<file path="src/rtl/core/assert_macros.svh">
// ---------------------------------------------------------------------------
// Assertion macros
// Shared concurrent assertion wrappers for the sampler RTL.
// ---------------------------------------------------------------------------
`ifndef ASSERT_MACROS_SVH
`define ASSERT_MACROS_SVH

// Checked only while out of reset.
`define HBS_ASSERT(lbl, clk, rstn, prop, msg) \
  lbl: assert property (@(posedge clk) disable iff (!rstn) prop) else $error(msg);

// Checked at every edge, reset included.
`define HBS_ASSERT_ALWAYS(lbl, clk, prop, msg) \
  lbl: assert property (@(posedge clk) prop) else $error(msg);

`endif

</file>
<file path="src/rtl/core/hbs_pkg.sv">
// ---------------------------------------------------------------------------
// hbs_pkg
// Types and constants shared by the heightmap bilinear sampler.
// ---------------------------------------------------------------------------
`default_nettype none

package hbs_pkg;

  localparam int MAP_SIZE      = 1024;
  localparam int MAP_BITS      = $clog2(MAP_SIZE);
  localparam int MAP_AW        = 2 * MAP_BITS;
  localparam int MAP_DEPTH     = MAP_SIZE * MAP_SIZE;
  localparam int POS_W         = 18;
  localparam int POS_FRAC_BITS = 8;
  localparam int POS_INT_W     = POS_W - POS_FRAC_BITS;
  localparam int HEIGHT_W      = 8;
  localparam int SHIFT_W       = 3;
  localparam int MAX_SHIFT     = (1 << SHIFT_W) - 1;
  localparam int FRAC_W        = POS_FRAC_BITS + MAX_SHIFT;
  localparam int WGT_W         = FRAC_W + 1;
  localparam int FSH_W         = $clog2(FRAC_W + 1);
  localparam int S2_W          = FSH_W + 1;
  localparam int NXT_W         = MAP_BITS + (1 << SHIFT_W);
  localparam int PROD_W        = HEIGHT_W + WGT_W;
  localparam int SUM_W         = PROD_W + WGT_W;
  localparam int WIDE_W        = SUM_W + 8;
  localparam int GH_W          = 16;
  localparam int FIFO_DEPTH    = 4;   // power of two
  localparam int FIFO_PTR_W    = $clog2(FIFO_DEPTH);

  localparam logic [SHIFT_W-1:0] CELL_SHIFT_RST = SHIFT_W'(4);

  typedef logic [MAP_BITS-1:0]  map_idx_t;
  typedef logic [MAP_AW-1:0]    map_addr_t;
  typedef logic [POS_W-1:0]     pos_t;
  typedef logic [POS_INT_W-1:0] pint_t;
  typedef logic [HEIGHT_W-1:0]  height_t;
  typedef logic [SHIFT_W-1:0]   shift_t;
  typedef logic [FRAC_W-1:0]    frac_t;
  typedef logic [WGT_W-1:0]     wgt_t;
  typedef logic [FSH_W-1:0]     fsh_t;
  typedef logic [S2_W-1:0]      s2_t;
  typedef logic [NXT_W-1:0]     nxt_t;
  typedef logic [PROD_W-1:0]    prod_t;
  typedef logic [SUM_W-1:0]     sum_t;
  typedef logic [WIDE_W-1:0]    wide_t;
  typedef logic [GH_W-1:0]      gh_t;
  typedef logic [FIFO_PTR_W-1:0] qptr_t;
  typedef logic [FIFO_PTR_W:0]   qcnt_t;

  typedef enum logic [0:0] {
    FUNC_WRITE = 1'b0,
    FUNC_QUERY = 1'b1
  } func_e;

  // Corner being read; order of issue is C00, C01, C10, C11.
  typedef enum logic [1:0] {
    CRN_00 = 2'd0,
    CRN_01 = 2'd1,
    CRN_10 = 2'd2,
    CRN_11 = 2'd3
  } corner_e;

  typedef enum logic [1:0] {
    SEQ_IDLE = 2'd0,
    SEQ_C01  = 2'd1,
    SEQ_C10  = 2'd2,
    SEQ_C11  = 2'd3
  } seq_e;

  // Classified command as held in the queue.
  typedef struct packed {
    func_e     func;
    map_addr_t waddr;
    height_t   wdata;
    map_idx_t  col0;
    map_idx_t  col1;
    map_idx_t  row0;
    map_idx_t  row1;
    frac_t     fx;
    frac_t     fz;
    wgt_t      wx;
    wgt_t      wz;
    shift_t    cs;
  } cmd_t;

  // Queue head as seen by the back end.
  typedef struct packed {
    logic vld;
    cmd_t cmd;
  } qhead_t;

endpackage

`default_nettype wire

</file>
<file path="src/rtl/core/hbs_cmd_fifo.sv">
// ---------------------------------------------------------------------------
// hbs_cmd_fifo
// Short command queue between the front and back ends.
// ---------------------------------------------------------------------------
`default_nettype none

module hbs_cmd_fifo (
  input  logic            clk_i,
  input  logic            rst_ni,
  input  logic            push_i,
  input  hbs_pkg::cmd_t   cmd_i,
  input  logic            pop_i,
  output logic            full_o,
  output hbs_pkg::qhead_t head_o
);

  hbs_pkg::cmd_t  fifo_q [hbs_pkg::FIFO_DEPTH];
  hbs_pkg::qptr_t wptr_q, wptr_d;
  hbs_pkg::qptr_t rptr_q, rptr_d;
  hbs_pkg::qcnt_t cnt_q, cnt_d;

  always_comb begin
    wptr_d = push_i ? wptr_q + hbs_pkg::qptr_t'(1) : wptr_q;
    rptr_d = pop_i  ? rptr_q + hbs_pkg::qptr_t'(1) : rptr_q;
    cnt_d  = cnt_q + hbs_pkg::qcnt_t'(push_i) - hbs_pkg::qcnt_t'(pop_i);
  end

  always_ff @(posedge clk_i or negedge rst_ni) begin
    if (!rst_ni) begin
      wptr_q <= '0;
      rptr_q <= '0;
      cnt_q  <= '0;
    end else begin
      wptr_q <= wptr_d;
      rptr_q <= rptr_d;
      cnt_q  <= cnt_d;
    end
  end

  always_ff @(posedge clk_i) begin
    if (push_i) begin
      fifo_q[wptr_q] <= cmd_i;
    end
  end

  assign full_o     = (cnt_q == hbs_pkg::qcnt_t'(hbs_pkg::FIFO_DEPTH));
  assign head_o.vld = (cnt_q != '0);
  assign head_o.cmd = fifo_q[rptr_q];

endmodule

`default_nettype wire

</file>
<file path="config.mk">
export PLATFORM = sky130hd
export DESIGN_NAME = hbs_cmd_fifo
export DESIGN_NICKNAME = d
export VERILOG_FILES = /design/src/rtl/core/assert_macros.svh /design/src/rtl/core/hbs_pkg.sv /design/src/rtl/core/hbs_cmd_fifo.sv
export SDC_FILE = /design/constraint.sdc
export NUM_CORES = 1
export LEC_CHECK = 0
export BUFFER_PORTS_ARGS = -buffer_cell sky130_fd_sc_hd__buf_2
export CORE_MARGIN = 2
export CORE_UTILIZATION = 40
export DETAILED_ROUTE_END_ITERATION = 6
export PLACE_DENSITY_LB_ADDON = 0.15
export REMOVE_ABC_BUFFERS = 1
export SETUP_SLACK_MARGIN = 0.2
export SLEW_MARGIN = 40
export SYNTH_ARGS = -nofsm -noshare
export SYNTH_HDL_FRONTEND = slang
export SYNTH_SLANG_ARGS = --single-unit
</file>
<file path="constraint.sdc">
create_clock -name clk_i -period 4.63 [get_ports clk_i]
set_input_delay 0.463 -clock clk_i [delete_from_list [all_inputs] [get_ports clk_i]]
set_output_delay 0.463 -clock clk_i [all_outputs]
set_load 0.01 [all_outputs]
</file>
### Word level (Yosys, flattened, before mapping)

Memory sizes are Yosys's and may differ from the RTL's.
Cells that the tools add are included.

| word-level totals | value |
|---|---|
| register bits | 7 |
| bits in writable memories | 536 |
| input bits | 138 |
| output and inout bits | 136 |
| logic and storage cells | 12 |
| memories kept | 1 |

Memory list:

| name | words | width | rd ports | clocked after memory_dff | write ports | RTL line | text |
|---|---|---|---|---|---|---|---|
| fifo_q | 4 | 134 | 1 | 0 | 1 | hbs_cmd_fifo.sv:17 | `hbs_pkg::cmd_t fifo_q [hbs_pkg::FIFO_DEPTH];` |

| cells by class | value |
|---|---|
| add/sub/neg operators | 4 |
| equal/unequal tests | 1 |
| mux-type cells | 2 |
| reductions and logical operators | 1 |

Operators by type and width:

| kind | number |
|---|---|
| adder 2 x 1 -> 2 bit (second input constant) | 2 |
| adder 3 x 1 -> 3 bit | 1 |
| == test 3 bit (second input constant) | 1 |
| nonzero test 3 bit | 1 |
| subtractor 3 x 1 -> 3 bit | 1 |
| 2-to-1 mux 1 bit | 2 |

### Depth between registers and ports, before layout

| logic depth | value |
|---|---|
| depth after elaboration | 2 |
| mapped depth | 7 |
| mapped depth without buffers | 7 |

### Worst setup path after synthesis

No wires, ideal clock.

| path | value |
|---|---|
| path kind | flip-flop to flip-flop |
| from | register wptr_q[0] |
| to | memory fifo_q[0][0] in the netlist's numbering (enable) |
| library setup time | 509 ps |
| arrival time | 3,693 ps |
| required time | 4,121 ps |
| path slack | 429 ps |
| stages on the path, launching flop included | 4 |
| buffers on the path | 0 |
| period minus slack after synthesis | 4,201 ps |
| path through | dfrtp_1 > inv_1 > ha_1 > and2_1 |

RTL lines:

| element | RTL line | text |
|---|---|---|
| start, declared | hbs_cmd_fifo.sv:18 | `hbs_pkg::qptr_t wptr_q, wptr_d;` |
| start signal, assigned | hbs_cmd_fifo.sv:34 | `wptr_q <= wptr_d;` |
| end, declared | hbs_cmd_fifo.sv:17 |  |

No word-level cell before the write port.

==> impl_metrics.toml <==
[power_and_ir_drop]
internal-power_mw = 10.79
p_seq_share_pct = 44.3
p_leak_nw = 8.061
pwr_density_cell_nw_per_um2 = 638.0
clkPwrFrac_pct = 27.3
vdd_ir_drop_max_v = 0.0003841
switching_share_pct = 28.80
report.power.total_mw = 15.16
power.share.combinational_pct = 28.4
p_switching_mw = 4.366

[clock_network]
numCtsBuffers = 55
worstSkewPairLatency_ns = 0.60
cts-resized-gates = 0
cts_setup_buffers = 0
cts_max_level = 2
clock_tree.buffer_depth = 3
numClockSinks = 543
tritoncts_clock_tree = "built"
cts.clk_slew.worst_paths_ns = 0.06
hold_buffers = 1
clockRootBuffer = "sky130_fd_sc_hd__clkbuf_16"

[min_path]
worst_min_delay_path_category = "in2reg"
timing.hold.worst_endpoint = "fifo_q[0][43]"
hold_depth = 1
hold_path.startpoint = "cmd_i[43]"

[sta]
fin_worst_skew_ns = 0.02702
hold_viol_final = 0
rsz_0062_raised_after_global_routing = "false"
maxSlewHeadroom_pct = 61.89
fin_crit_sh_pct = 65.55
clock.fmax_mhz = 329.5
timing_max_transition_violations_final = 0
finalWorstPathRequiredPeriod_ns = 3.035
finalSetupViolCount = 0
worst_slew_pin_slew_ns = 0.5716

[global_routing]
grt_antenna_before_repair = 10
grt_total_ovfl = 0
grt_first_pass_wirelength_um = 58260
grt_start_max_net_pins = 55
grtUsageMet3_pct = 5.009
global_route.usage.met1_pct = 21.02
global_route.usage.met2_pct = 24.26
number_of_global_route_vias_before_repair = 9087
grt_busiest_layer = "met2"
groute.usage.overall_pct = 15.55

[place]
globalplace.congestion = 0.7024
numPlacedInstances = 1662
post_dp_cell_area_um2 = 21980
hpwlAfterDp_um = 23660
buffers_added_on_ports = 273

[worst_setup_path]
worst_setup_path_end_kind = "output pin"
setup.worst_path.start = "rptr_q[0]"
crit_path_max_fanout = 46
setup.worst_path.class = "reg2out"
r2r_end = "fifo_q[2][51]"
timing.critical_path.cells = "buf_12 > mux4_2 > buf_2"
cp_top_family = "flip-flops"
reg2reg_slack_ns = 2.65
regToRegStartpoint = "wptr_q[0]"
timing.critical_path.buf_inv = 2
critPathArrivalTime_ns = 2.57
crit_required_ns = 4.17
critPathLaunchType = "flip-flop"
critical-path-slowest-cell = "sky130_fd_sc_hd__dfrtp_4"
cpPeakStageDelay_ns = 0.79
reg2reg_depth = 5

[yosys]
seq_area_frac_synth_pct = 82.67
ys_top_cells_by_area = "sky130_fd_sc_hd__edfxtp_1 82%, sky130_fd_sc_hd__mux4_2 15%, sky130_fd_sc_hd__dfrtp_1 0.89%"
ys.warnings.count = 0
ys_seq_elements = 543
cell_taking_the_most_area_after_synthesis = "sky130_fd_sc_hd__edfxtp_1"
synthCells = 734
ys_types = 17
synth_largest_type_area_fraction_pct = 81.78
synth_area_um2 = 19680
syn-mean-instance-area_um2 = 26.81

[route]
via_count = 8678
drc_errors = 0
postRouteWirelength_um = 39340
drt.antenna.violating_nets = 0
wl_per_cell_um = 22.21
via_per_inst = 4.900
number_of_optimization_iterations_in_the_first_detailed_route_pass = 5
drt-initial-drc-count = 542

[finish]
final_cell_mix = "536 x sky130_fd_sc_hd__edfxtp_1, 273 x sky130_fd_sc_hd__buf_2, 134 x sky130_fd_sc_hd__mux4_2, 57 x sky130_fd_sc_hd__clkbuf_16, 16 x sky130_fd_sc_hd__clkbuf_1"
layout.filler_cells = 3979
final_common_cell = "sky130_fd_sc_hd__edfxtp_1"
stdcell_area_um2 = 23760
layout-drive-gt1-share_pct = 46.24
finish.net_count = 1204
area_delta_synth_final_pct = 20.71
count_of_non_filler_cells_in_the_finished_layout = 1771

[run_status]
run_status = "finished, final reports clean"

[floorplanning]
dieHeight_um = 225.8
initial_utilization_pct = 40.37
die-width_um = 225.8
placeableCoreArea_um2 = 48750
row_count = 81
floorplan.die_area_um2 = 50990
io-pin-count = 274

[job]
drv.max_cap_violation_count = 0
stage by stage:
step                setup slack (ns)  setup TNS, ns  utilization, %  hold slack, ns
detailed placement             2.091              0           45.10          0.3205
finish                         1.595              0           48.74         0.07643
global placement               2.104              0           45.02          0.3135
global route                   1.389              0           48.72         0.04242
CTS                            1.457              0           48.59         0.03041
floorplan                     -1.709        -230.97               -          0.1674
registers in the layout (all words and copies together) (netlist names):
register and flops:
cnt_q 3, fifo_q 536, rptr_q 2, wptr_q 2
per-layer routing:
| metal | up-vias | share of wire, % |
|---|---|---|
| met5 | - | 0.25 |
| met4 | 14 | 1.9 |
| met3 | 64 | 7.0 |
| met2 | 221 | 48 |
| met1 | 4536 | 43 |
| li1 | 3843 | - |
cells by family (layout without fill, tap and decap cells):
| kind of cell | Yosys count | count (layout) | synth area share [%] |
|---|---|---|---|
| adders and majority gates | 7 | 7 | 0.4831 |
| DFF | 543 | 543 | 82.67 |
| other | 0 | 4 | 0 |
| muxes | 134 | 134 | 15.33 |
| xor gates and xnor gates | 5 | 5 | 0.2225 |
| AOI/OAI and AO/OA | 1 | 1 | 0.02540 |
| buffers and inverters | 36 | 405 | 1.036 |
| and+or+nand+nor | 8 | 8 | 0.2289 |
synth_stat cells, drive strengths merged:
cell,n
ha,6
xnor2,3
and3,1
clkbuf,7
and2,4
buf,23
dfrtp,7
edfxtp,536
mux4,134
xor2,2
fa,1
nand2,2
inv,6
or3,1
o21ai,1
power by group through the flow:
| stage | registers (mW) | logic (mW) | clock network [mW] |
|---|---|---|---|
| 2_1_floorplan | 7.17 | 2.54 | 0 |
| 6_report | 6.71 | 4.30 | 4.15 |
| 4_1_cts | 6.80 | 4.37 | 4.28 |
| 3_3_place_gp | 6.86 | 4.33 | 0 |
| 3_5_place_dp | 6.90 | 4.36 | 0 |
| 5_1_grt | 6.80 | 4.67 | 4.46 |
worst max path at each step:
stage | depth (start not counted) | slack (ns) | endpoint
2_1_floorplan | 1 | -1.71 | head_o[0]
3_3_place_gp | 3 | 2.10 | head_o[21]
3_5_place_dp | 3 | 2.09 | head_o[15]
4_1_cts | 3 | 1.46 | head_o[15]
5_1_grt | 3 | 1.39 | head_o[21]
6_report | 3 | 1.60 | head_o[15]
cell type report:
class / instances / area, um^2 / share of cell area (%)
Sequential cell: 543 / 16280 / 68.52
Multi-Input combinational cell: 155 / 3217 / 13.54
Timing Repair Buffer: 298 / 1707 / 7.183
Clock buffer: 75 / 1514 / 6.372
Tap cell: 664 / 830.8 / 3.497
Clock inverter: 26 / 178.9 / 0.7531
Inverter: 6 / 22.52 / 0.09480
Antenna cell: 4 / 10.01 / 0.04213
No activity file was read; power rests on OpenSTA's default activity.
