==> src/rtl/core/assert_macros.svh <==
// ---------------------------------------------------------------------------
// Assertion macros
// Shared concurrent assertion wrappers for the sampler RTL.
// ---------------------------------------------------------------------------
`ifndef ASSERT_MACROS_SVH
`define ASSERT_MACROS_SVH

// Checked only while out of reset.
`define HBS_ASSERT(lbl, clk, rstn, prop, msg) \
  lbl: assert property (@(posedge clk) disable iff (!rstn) prop) else $error(msg);

// Checked at every edge, reset included.
`define HBS_ASSERT_ALWAYS(lbl, clk, prop, msg) \
  lbl: assert property (@(posedge clk) prop) else $error(msg);

`endif

==> src/rtl/core/hbs_pkg.sv <==
// ---------------------------------------------------------------------------
// hbs_pkg
// Types and constants shared by the heightmap bilinear sampler.
// ---------------------------------------------------------------------------
`default_nettype none

package hbs_pkg;

  localparam int MAP_SIZE      = 1024;
  localparam int MAP_BITS      = $clog2(MAP_SIZE);
  localparam int MAP_AW        = 2 * MAP_BITS;
  localparam int MAP_DEPTH     = MAP_SIZE * MAP_SIZE;
  localparam int POS_W         = 18;
  localparam int POS_FRAC_BITS = 8;
  localparam int POS_INT_W     = POS_W - POS_FRAC_BITS;
  localparam int HEIGHT_W      = 8;
  localparam int SHIFT_W       = 3;
  localparam int MAX_SHIFT     = (1 << SHIFT_W) - 1;
  localparam int FRAC_W        = POS_FRAC_BITS + MAX_SHIFT;
  localparam int WGT_W         = FRAC_W + 1;
  localparam int FSH_W         = $clog2(FRAC_W + 1);
  localparam int S2_W          = FSH_W + 1;
  localparam int NXT_W         = MAP_BITS + (1 << SHIFT_W);
  localparam int PROD_W        = HEIGHT_W + WGT_W;
  localparam int SUM_W         = PROD_W + WGT_W;
  localparam int WIDE_W        = SUM_W + 8;
  localparam int GH_W          = 16;
  localparam int FIFO_DEPTH    = 4;   // power of two
  localparam int FIFO_PTR_W    = $clog2(FIFO_DEPTH);

  localparam logic [SHIFT_W-1:0] CELL_SHIFT_RST = SHIFT_W'(4);

  typedef logic [MAP_BITS-1:0]  map_idx_t;
  typedef logic [MAP_AW-1:0]    map_addr_t;
  typedef logic [POS_W-1:0]     pos_t;
  typedef logic [POS_INT_W-1:0] pint_t;
  typedef logic [HEIGHT_W-1:0]  height_t;
  typedef logic [SHIFT_W-1:0]   shift_t;
  typedef logic [FRAC_W-1:0]    frac_t;
  typedef logic [WGT_W-1:0]     wgt_t;
  typedef logic [FSH_W-1:0]     fsh_t;
  typedef logic [S2_W-1:0]      s2_t;
  typedef logic [NXT_W-1:0]     nxt_t;
  typedef logic [PROD_W-1:0]    prod_t;
  typedef logic [SUM_W-1:0]     sum_t;
  typedef logic [WIDE_W-1:0]    wide_t;
  typedef logic [GH_W-1:0]      gh_t;
  typedef logic [FIFO_PTR_W-1:0] qptr_t;
  typedef logic [FIFO_PTR_W:0]   qcnt_t;

  typedef enum logic [0:0] {
    FUNC_WRITE = 1'b0,
    FUNC_QUERY = 1'b1
  } func_e;

  // Corner being read; order of issue is C00, C01, C10, C11.
  typedef enum logic [1:0] {
    CRN_00 = 2'd0,
    CRN_01 = 2'd1,
    CRN_10 = 2'd2,
    CRN_11 = 2'd3
  } corner_e;

  typedef enum logic [1:0] {
    SEQ_IDLE = 2'd0,
    SEQ_C01  = 2'd1,
    SEQ_C10  = 2'd2,
    SEQ_C11  = 2'd3
  } seq_e;

  // Classified command as held in the queue.
  typedef struct packed {
    func_e     func;
    map_addr_t waddr;
    height_t   wdata;
    map_idx_t  col0;
    map_idx_t  col1;
    map_idx_t  row0;
    map_idx_t  row1;
    frac_t     fx;
    frac_t     fz;
    wgt_t      wx;
    wgt_t      wz;
    shift_t    cs;
  } cmd_t;

  // Queue head as seen by the back end.
  typedef struct packed {
    logic vld;
    cmd_t cmd;
  } qhead_t;

endpackage

`default_nettype wire

==> src/rtl/core/hbs_front.sv <==
// ---------------------------------------------------------------------------
// hbs_front
// Accepts command beats and turns a query into corner indices and weights.
// ---------------------------------------------------------------------------
`default_nettype none

module hbs_front (
  input  logic                  start_i,
  input  logic                  full_i,
  input  logic                  func_i,
  input  hbs_pkg::map_addr_t    map_addr_i,
  input  hbs_pkg::height_t      map_value_i,
  input  hbs_pkg::pos_t         pos_x_i,
  input  hbs_pkg::pos_t         pos_z_i,
  input  hbs_pkg::shift_t       cell_shift_i,
  output logic                  busy_o,
  output logic                  push_o,
  output hbs_pkg::cmd_t         cmd_o
);

  typedef struct packed {
    hbs_pkg::map_idx_t base;
    hbs_pkg::map_idx_t next;
    hbs_pkg::frac_t    frac;
    hbs_pkg::wgt_t     wgt;
  } axis_t;

  // Split one coordinate: cell base position, neighbour, fraction, 1-fraction.
  function automatic axis_t split_axis(input hbs_pkg::pos_t pos,
                                       input hbs_pkg::shift_t cs);
    hbs_pkg::fsh_t  s;
    hbs_pkg::pint_t ipart;
    hbs_pkg::nxt_t  nxt;
    hbs_pkg::frac_t mask;
    axis_t          r;
    s     = hbs_pkg::fsh_t'(hbs_pkg::POS_FRAC_BITS) + hbs_pkg::fsh_t'(cs);
    // (pos >> S) << cs is the integer part with its low cs bits cleared
    ipart = pos[hbs_pkg::POS_W-1:hbs_pkg::POS_FRAC_BITS]
          & ~((hbs_pkg::pint_t'(1) << cs) - hbs_pkg::pint_t'(1));
    r.base = hbs_pkg::map_idx_t'(ipart);
    nxt    = hbs_pkg::nxt_t'(r.base) + (hbs_pkg::nxt_t'(1) << cs);
    r.next = (nxt >= hbs_pkg::nxt_t'(hbs_pkg::MAP_SIZE)) ? '0 : hbs_pkg::map_idx_t'(nxt);
    mask   = ~({hbs_pkg::FRAC_W{1'b1}} << s);
    r.frac = pos[hbs_pkg::FRAC_W-1:0] & mask;
    r.wgt  = (hbs_pkg::wgt_t'(1) << s) - hbs_pkg::wgt_t'(r.frac);
    return r;
  endfunction

  axis_t ax_x;
  axis_t ax_z;

  assign busy_o = full_i;
  assign push_o = start_i & ~full_i;

  always_comb begin
    ax_x = split_axis(pos_x_i, cell_shift_i);
    ax_z = split_axis(pos_z_i, cell_shift_i);
    cmd_o.func  = hbs_pkg::func_e'(func_i);
    cmd_o.waddr = map_addr_i;   // 20-bit address always lies inside the map
    cmd_o.wdata = map_value_i;
    cmd_o.col0  = ax_x.base;
    cmd_o.col1  = ax_x.next;
    cmd_o.row0  = ax_z.base;
    cmd_o.row1  = ax_z.next;
    cmd_o.fx    = ax_x.frac;
    cmd_o.fz    = ax_z.frac;
    cmd_o.wx    = ax_x.wgt;
    cmd_o.wz    = ax_z.wgt;
    cmd_o.cs    = cell_shift_i;
  end

endmodule

`default_nettype wire

==> config.mk <==
export PLATFORM = sky130hd
export DESIGN_NAME = hbs_front
export DESIGN_NICKNAME = d
export VERILOG_FILES = /design/src/rtl/core/assert_macros.svh /design/src/rtl/core/hbs_pkg.sv /design/src/rtl/core/hbs_front.sv
export SDC_FILE = /design/constraint.sdc
export NUM_CORES = 1
export LEC_CHECK = 0
export CAP_MARGIN = 30
export CORE_MARGIN = 4
export CORE_UTILIZATION = 30
export DETAILED_ROUTE_END_ITERATION = 12
export DONT_BUFFER_PORTS = 1
export PLACE_DENSITY_LB_ADDON = 0.2
export SLEW_MARGIN = 40
export SYNTH_ARGS = -nofsm -noshare
export SYNTH_HDL_FRONTEND = slang
export SYNTH_SLANG_ARGS = --single-unit
==> constraint.sdc <==
create_clock -name vclk -period 2.9
set_input_delay 0 -clock vclk [all_inputs]
set_output_delay 0 -clock vclk [all_outputs]
set_load 0.05 [all_outputs]
* After elaboration in Yosys (flattened, before gate mapping)
Index checks and enable logic that the tools add are counted. Widths: inputs -> output; s select.
Storage, ports and cells: register bits after elaboration 0, input bits 70, word-level logic and storage cells 22
Cells by class: bitwise gates (word level) 8, shift operators 4, add/subtract/negate cells 6, mux-type cells 2, magnitude comparators 2
Operators by type and width (number):
- $add 10x18->18 | 2
- $ge 18x11->1 const B | 2
- $sub 16x15->16 | 2
- $and 15x15->15 | 2
- $and 10x10->10 | 2
- $mux 10 | 2
- $shl 1x3->18 const A | 1
- $shl 1x4->16 const A | 1
- $not 15->15 | 1
- $shl 15x4->15 const A | 1
- $not 10->10 | 1
- $shl 1x3->10 const A | 1
- $sub 10x1->10 const B | 1
- $add 4x3->4 const A | 1
- $and 1x1->1 | 1
- $not 1->1 | 1

* Depth between registers and ports, before layout
Gate-level depths: netlist (run 1).
word-level depth 7, gate-level depth with buffers 13, depth with buffers taken out 9

* Worst setup path after synthesis (run 1)
No wires, ideal clock.
path type input to output, start point input cell_shift_i[2], end point output cmd_o[32] (netlist bit), path slack -0.768 ns, arrival time 3.668 ns, stages on the path 10, data required time 2.900 ns, cells stage by stage buf_2 > buf_2 > buf_1 > buf_1 > o21ai_0 > ha_1 > nand2_1 > o21a_1 > o21a_1 > o311ai_0
RTL lines:
- from (decl) | RTL line hbs_front.sv:15 | input hbs_pkg::shift_t cell_shift_i,
- to (decl) | RTL line hbs_front.sv:18 | output hbs_pkg::cmd_t cmd_o

==> results.py, run 1 <==
metrics = {
    "critical_path": {
        "crit_path_max_fanout": 32,
        "critPathRequiredTime_ns": 2.90,
        "arrival_ns": 2.37,
        "crit_path_end_kind": "primary output",
        "critPathLaunchType": "input pin",
        "criticalPathCategory": "input pin to primary output",
    },
    "power_and_ir_drop": {
        "power_switching_share": 0.713,
        "p_leak_nw": 1.19,
        "intPower_uw": 223,
        "p_clk_frac": 0,
        "vdd_drop_max_mv": 0.121,
        "p_comb_frac": 1.000,
        "powerDensity_nw_per_um2": 281,
        "p_sw_uw": 556,
        "pwr-share-seq": 0,
        "total_power_uw": 779,
    },
    "job": {
        "cap_violations": 0,
    },
    "die": {
        "rows": 34,
        "design.die.area_sq_um": 10500,
        "io_pins": 206,
        "start_util": 0.307,
        "die_w_um": 103,
        "die_h_um": 103,
        "core-area_sq_um": 8720,
    },
    "timing": {
        "finalCritPeriodShare": 0.818,
        "grt_setup_unrepaired": "no",
        "fin_crit_ns": 2.37,
        "max_freq_ghz": 0.422,
        "finalSetupViolations": 0,
        "finalHoldViolCount": 0,
        "slew_viol_final": 0,
        "worstMarginPinSlew_ns": 0.732,
        "whs_ns": 0.0000169,
        "max_slew_margin": 0.512,
    },
    "layout": {
        "layout_commonest_cell": "buf_4",
        "antennaDiodeCount": 0,
        "seq_area_sq_um": 0,
        "utilization": 0.318,
        "design.seq.count": 0,
        "nClkBuffers": 0,
        "nNetsFinal": 464,
        "synthToLayoutAreaGrowth_pct": 3.27,
        "layout_common_cells": "buf_4, a21oi_1, nor2_1",
        "drive_gt1_frac": 0.226,
        "fill_cells": 954,
    },
    "synthesis": {
        "avgSynthCellArea_sq_um": 6.51,
        "yosysWarnings": 0,
        "netlist_area_sq_um": 2680,
        "synth_cell_type_count": 64,
        "seq_area_frac_synth": 0,
        "synthesis.nets": 498,
        "syn_inst": 412,
    },
    "route": {
        "antenna_left": 0,
        "first_pass_iters": 4,
        "avgViaCountPerCell": 5.55,
        "wl_per_cell_um": 18.2,
        "route.vias.total": 2684,
        "drtIter0Drc": 165,
        "remaining_drc_errors": 0,
        "routed_wl_um": 8800,
    },
    "placement": {
        "hpwl_um": 7250,
        "routabilityCongestion": 0.829,
        "io_buffers": 0,
    },
    "global_routing": {
        "grt_first_pass_wirelength_um": 13400,
        "grt_overflow": 0,
        "antenna_found_initial": 0,
        "grt_usage": 0.156,
        "grt_pass1_vias": 2539,
        "grt_start_max_net_pins": 41,
    },
    "clock_tree": {
        "hold_buffers": 0,
        "post-cts-setup-buffers": 0,
        "cts_resized": 0,
    },
    "run_status": {
        "status": "complete, no violations",
    },
    "min_path": {
        "hold_path_class": "input pin to primary output",
    },
}
[cell usage after synthesis, types with 7 or more instances]
master,n,area share
or3_1,10,0.023
a21oi_1,37,0.069
nand2_1,28,0.039
and2_1,13,0.030
buf_2,10,0.019
inv_1,22,0.031
nor3_1,15,0.028
ha_1,16,0.075
clkbuf_1,11,0.015
nand2b_1,8,0.019
nor2b_1,10,0.023
buf_4,51,0.14
nand3_1,7,0.013
xnor2_1,22,0.072
xor2_1,15,0.049
nor2_1,33,0.046
o21ai_0,15,0.028
[logic make-up after synthesis]
group                      synth area share
AOI/OAI and AO/OA                     0.275
buffers and inverters                 0.216
muxes                                0.0317
xor gates and xnor gates              0.121
adders and majority gates            0.0747
and+or+nand+nor                       0.282
[per-layer routing]
| layer | wire (um) | part of all wire | track usage | vias up |
|---|---|---|---|---|
| li1 | - | - | - | 1325 |
| met5 | 0 | 0 | 0 | - |
| met2 | 4270 | 0.49 | 0.272 | 108 |
| met3 | 960 | 0.11 | 0.0548 | 12 |
| met4 | 84 | 0.0096 | 0.0192 | 0 |
| met1 | 3480 | 0.40 | 0.191 | 1239 |
[area by class of cell]
class	instances	area, sq um	area share
multi-input cells	312	2240	0.810
repair buffers	40	300	0.108
well taps	108	135	0.0488
inverters	24	90.1	0.0325
[power groups by stage]
stage	Combinational, mW	Clock, mW	Sequential [mW]
2_1_floorplan	0.847	0	0
3_3_place_gp	0.775	0	0
3_5_place_dp	0.787	0	0
4_1_cts	0.789	0	0
5_1_grt	0.830	0	0
6_report	0.779	0	0
[stage by stage]
step | cell area, sq um | setup TNS (ns) | setup slack, ns | cells
CTS | 2770 | 0 | 0.563 | 484
floorplan | 2700 | -1.29 | -0.296 | 412
detailed placement | 2770 | 0 | 0.564 | 484
global placement | 2670 | 0 | 0.620 | 484
finish | 2770 | 0 | 0.528 | 484
global route | 2770 | 0 | 0.289 | 484
[worst paths after layout]
kind | start | end | slack, ns | cells past startpoint
worst max-delay path | cell_shift_i[0] | cmd_o[89] | 0.53 | 9
worst min-delay path | map_addr_i[11] | cmd_o[124] | 0.00002 | 0
[critical path, cell delays in order]
cell and delay (ns):
nor3_2 0.28, and2_1 0.20, ha_1 0.28, nor3_1 0.07, o32ai_1 0.42, a211oi_1 0.16
o21ai_1 0.52, a21oi_1 0.18, buf_4 0.24
Note: power is estimated with default switching activity, not from simulation.
==> inputs of run 2 (changes only) <==
==> constraint.sdc (replaced) <==
create_clock -name vclk -period 2.4
set_input_delay 0 -clock vclk [all_inputs]
set_output_delay 0 -clock vclk [all_outputs]
set_load 0.05 [all_outputs]
==> results.py, run 2 (same netlist as run 1, synthesis figures left out) <==
metrics = {
    "route": {
        "first_pass_iters": 4,
        "drtIter0Drc": 152,
        "avgViaCountPerCell": 5.59,
        "routed_wl_um": 8840,
        "remaining_drc_errors": 0,
        "route.vias.total": 2760,
        "antenna_left": 0,
        "wl_per_cell_um": 17.9,
    },
    "power_and_ir_drop": {
        "pwr-share-seq": 0,
        "p_sw_uw": 701,
        "vdd_drop_max_mv": 0.150,
        "p_comb_frac": 1.000,
        "power_switching_share": 0.692,
        "p_clk_frac": 0,
        "intPower_uw": 312,
        "p_leak_nw": 1.26,
        "powerDensity_nw_per_um2": 337,
        "total_power_mw": 1.01,
    },
    "timing": {
        "tns_ns": 0,
        "finalHoldViolCount": 0,
        "worstMarginPinSlew_ns": 0.728,
        "finalCritPeriodShare": 0.881,
        "max_slew_margin": 0.514,
        "max_freq_ghz": 0.473,
        "slew_viol_final": 0,
        "finalSetupViolations": 0,
        "fin_crit_ns": 2.11,
        "whs_ns": 0.0000169,
        "grt_setup_unrepaired": "no",
        "fin_ws_ns": 0.285,
    },
    "clock_tree": {
        "post-cts-setup-buffers": 0,
        "hold_buffers": 0,
        "cts_resized": 0,
    },
    "critical_path": {
        "crit_path_max_fanout": 32,
        "criticalPathCategory": "input pin to primary output",
        "cp-startpoint": "cell_shift_i[0]",
        "critPathRequiredTime_ns": 2.40,
        "arrival_ns": 2.11,
        "endpoint": "cmd_o[68]",
        "crit_path_end_kind": "primary output",
        "critPathLaunchType": "input pin",
    },
    "min_path": {
        "hold_depth": 0,
        "hold_path_class": "input pin to primary output",
    },
    "die": {
        "core-area_sq_um": 8720,
        "start_util": 0.307,
        "design.die.area_sq_um": 10500,
        "die_w_um": 103,
        "die_h_um": 103,
        "io_pins": 206,
        "rows": 34,
    },
    "layout": {
        "finalNonFillerCells": 494,
        "antennaDiodeCount": 0,
        "nClkBuffers": 0,
        "multi_input_area_sq_um": 2370,
        "layout_commonest_cell": "buf_4",
        "fill_cells": 926,
        "layout_common_cells": "buf_4, a21oi_1, nor2_1",
        "design.seq.count": 0,
        "nNetsFinal": 474,
        "seq_area_sq_um": 0,
        "synthToLayoutAreaGrowth_pct": 12.2,
        "drive_gt1_frac": 0.277,
        "final_area_sq_um": 3010,
        "utilization": 0.345,
    },
    "global_routing": {
        "antenna_found_initial": 0,
        "grt_overflow": 0,
        "grt_pass1_vias": 2685,
        "grt_usage": 0.160,
        "grt_start_max_net_pins": 41,
        "grt_first_pass_wirelength_um": 13800,
    },
    "placement": {
        "place_inst": 494,
        "routabilityCongestion": 0.825,
        "place_ws_ns": 0.284,
        "post_dp_cell_area_sq_um": 3010,
        "io_buffers": 0,
        "hpwl_um": 7280,
    },
    "job": {
        "cap_violations": 0,
    },
    "run_status": {
        "status": "complete, no violations",
    },
}
## run 2: final cells by class
cell class,count,area share
Timing Repair Buffer,50,0.137
Inverter,24,0.0299
Multi-Input combinational cell,312,0.788
Tap cell,108,0.0449
## run 2: worst max-delay path, stage by stage
cell and delay (ns):
nor3_2 0.30, and2_2 0.22, ha_1 0.23, a21oi_1 0.06, o32a_1 0.33, o211ai_1 0.35
a31o_4 0.35, nor3_4 0.07, buf_4 0.19
## run 2: worst min-delay path by stage
stage	start	to	slack (ns)
2_1_floorplan	pos_x_i[8]	cmd_o[85]	0.06
3_3_place_gp	map_value_i[5]	cmd_o[110]	0.0003
3_5_place_dp	map_value_i[5]	cmd_o[110]	0.0003
4_1_cts	map_value_i[5]	cmd_o[110]	0.0003
5_1_grt	pos_x_i[6]	cmd_o[56]	0.00005
6_report	map_addr_i[11]	cmd_o[124]	0.00002
## run 2: power by group through the flow
stage                     sequential (mW)  clock, mW  combinational [mW]
after floorplan                         0          0                1.09
after global placement                  0          0                1.01
after detailed placement                0          0                1.02
after CTS                               0          0                1.02
after global routing                    0          0                1.07
final                                   0          0                1.01
## run 2: layer usage
metal	wire length, um	global-route usage
met3	839	0.0521
met2	4220	0.276
met1	3640	0.197
met5	0	0
met4	141	0.0242
==> inputs of run 3 (changes only) <==
--- a/config.mk
+++ b/config.mk
@@ -6,9 +6,9 @@
 export NUM_CORES = 1
 export LEC_CHECK = 0
 export CAP_MARGIN = 30
-export CORE_MARGIN = 4
-export CORE_UTILIZATION = 30
+export CORE_AREA = 4 4 77 79
 export DETAILED_ROUTE_END_ITERATION = 12
+export DIE_AREA = 0 0 81 83
 export DONT_BUFFER_PORTS = 1
 export PLACE_DENSITY_LB_ADDON = 0.2
 export SLEW_MARGIN = 40
==> results.py, run 3 (same netlist as run 1, synthesis figures left out) <==
metrics = {
    "run_status": {
        "status": "complete, no violations",
    },
    "timing": {
        "worstMarginPinSlew_ns": 0.715,
        "max_slew_margin": 0.523,
        "grt_setup_unrepaired": "no",
        "finalHoldViolCount": 0,
        "fin_crit_ns": 2.23,
        "finalCritPeriodShare": 0.929,
        "finalSetupViolations": 0,
        "tns_ns": 0,
        "max_freq_ghz": 0.449,
        "slew_viol_final": 0,
    },
    "power_and_ir_drop": {
        "power_switching_share": 0.697,
        "p_clk_frac": 0,
        "p_sw_uw": 692,
        "intPower_uw": 300,
        "pwr-share-seq": 0,
        "vdd_drop_max_mv": 0.229,
        "p_leak_nw": 1.23,
        "powerDensity_nw_per_um2": 341,
        "total_power_uw": 992,
        "p_comb_frac": 1.000,
    },
    "route": {
        "antenna_left": 0,
        "remaining_drc_errors": 0,
        "routed_wl_um": 7910,
        "first_pass_iters": 4,
        "route.vias.total": 2733,
        "wl_per_cell_um": 17.3,
        "avgViaCountPerCell": 5.99,
        "drtIter0Drc": 119,
    },
    "clock_tree": {
        "post-cts-setup-buffers": 0,
        "cts_resized": 0,
        "hold_buffers": 0,
    },
    "die": {
        "rows": 27,
        "io_pins": 206,
        "start_util": 0.502,
        "core-area_sq_um": 5340,
        "die_w_um": 81,
        "die_h_um": 83,
        "design.die.area_sq_um": 6720,
    },
    "global_routing": {
        "grtUsageMet1": 0.288,
        "grt_start_max_net_pins": 41,
        "met2_usage": 0.398,
        "grtUsageMet3": 0.0499,
        "grt_usage": 0.228,
        "grt_first_pass_wirelength_um": 13000,
        "antenna_found_initial": 0,
        "grt_pass1_vias": 2570,
        "gr-max-usage-layer": "met2",
        "grt_overflow": 0,
    },
    "placement": {
        "routabilityCongestion": 0.880,
        "io_buffers": 0,
        "hpwl_um": 6490,
    },
    "job": {
        "cap_violations": 0,
    },
    "critical_path": {
        "arrival_ns": 2.23,
        "crit_path_max_fanout": 32,
        "crit_chain": "nor3_2 > and2_2 > ha_1 > a21oi_1 > o32a_1 > o211ai_1 > a31o_4 > nor3_4 > buf_4",
        "criticalPathCategory": "input pin to primary output",
        "cp_slowest_cell": "a31o_4",
        "critPathMaxStageDelay_ns": 0.37,
        "critPathLaunchType": "input pin",
        "critPathRequiredTime_ns": 2.40,
        "crit_path_end_kind": "primary output",
        "crit_buf_inv": 1,
        "cpLargestDelayFamily": "compound AO/OA/AOI/OAI gates",
    },
    "layout": {
        "layout_common_cells": "buf_4, a21oi_1, nor2_1",
        "drive_gt1_frac": 0.273,
        "antennaDiodeCount": 0,
        "nNetsFinal": 472,
        "synthToLayoutAreaGrowth_pct": 8.40,
        "layout_commonest_cell": "buf_4",
        "utilization": 0.545,
        "seq_area_sq_um": 0,
        "design.seq.count": 0,
        "nClkBuffers": 0,
    },
    "min_path": {
        "hold_start": "map_value_i[2]",
        "holdPathEnd": "cmd_o[107]",
        "hold_path_class": "input pin to primary output",
        "hold_depth": 0,
    },
}
run 3: cell type report:
type	instances	area, sq um
fillers	596	2430
well taps	72	90.1
repair buffers	48	360
inverters	24	90.1
multi-input cells	312	2370
run 3: how the worst max path moves through the flow:
stage	from	to	slack, ns	cells after the start
2_1_floorplan	cell_shift_i[1]	cmd_o[73]	0.004	10
3_3_place_gp	cell_shift_i[0]	cmd_o[67]	0.26	9
3_5_place_dp	cell_shift_i[0]	cmd_o[85]	0.20	9
4_1_cts	cell_shift_i[0]	cmd_o[67]	0.20	9
5_1_grt	cell_shift_i[0]	cmd_o[86]	0.04	9
6_report	cell_shift_i[0]	cmd_o[67]	0.17	9
run 3: per-layer routing:
metal | up-vias | part of all wire
met2 | 115 | 0.51
met5 | - | 0
met4 | 0 | 0.013
li1 | 1337 | -
met3 | 9 | 0.081
met1 | 1272 | 0.40
run 3: power groups by stage:
| stage | Combinational, mW | Clock [mW] | Sequential (mW) |
|---|---|---|---|
| after global placement | 0.987 | 0 | 0 |
| final | 0.992 | 0 | 0 |
| after global routing | 1.05 | 0 | 0 |
| after detailed placement | 0.995 | 0 | 0 |
| after CTS | 0.998 | 0 | 0 |
| after floorplan | 1.09 | 0 | 0 |
run 3: stage by stage:
step	area (sq um)	setup WS [ns]	cells	hold WS (ns)
floorplan	2930	0.00395	412	0.0629
global placement	2890	0.256	456	0.000341
detailed placement	2910	0.200	456	0.000341
CTS	2910	0.196	456	0.000341
global route	2910	0.0426	456	0.0000686
finish	2910	0.171	456	0.0000193
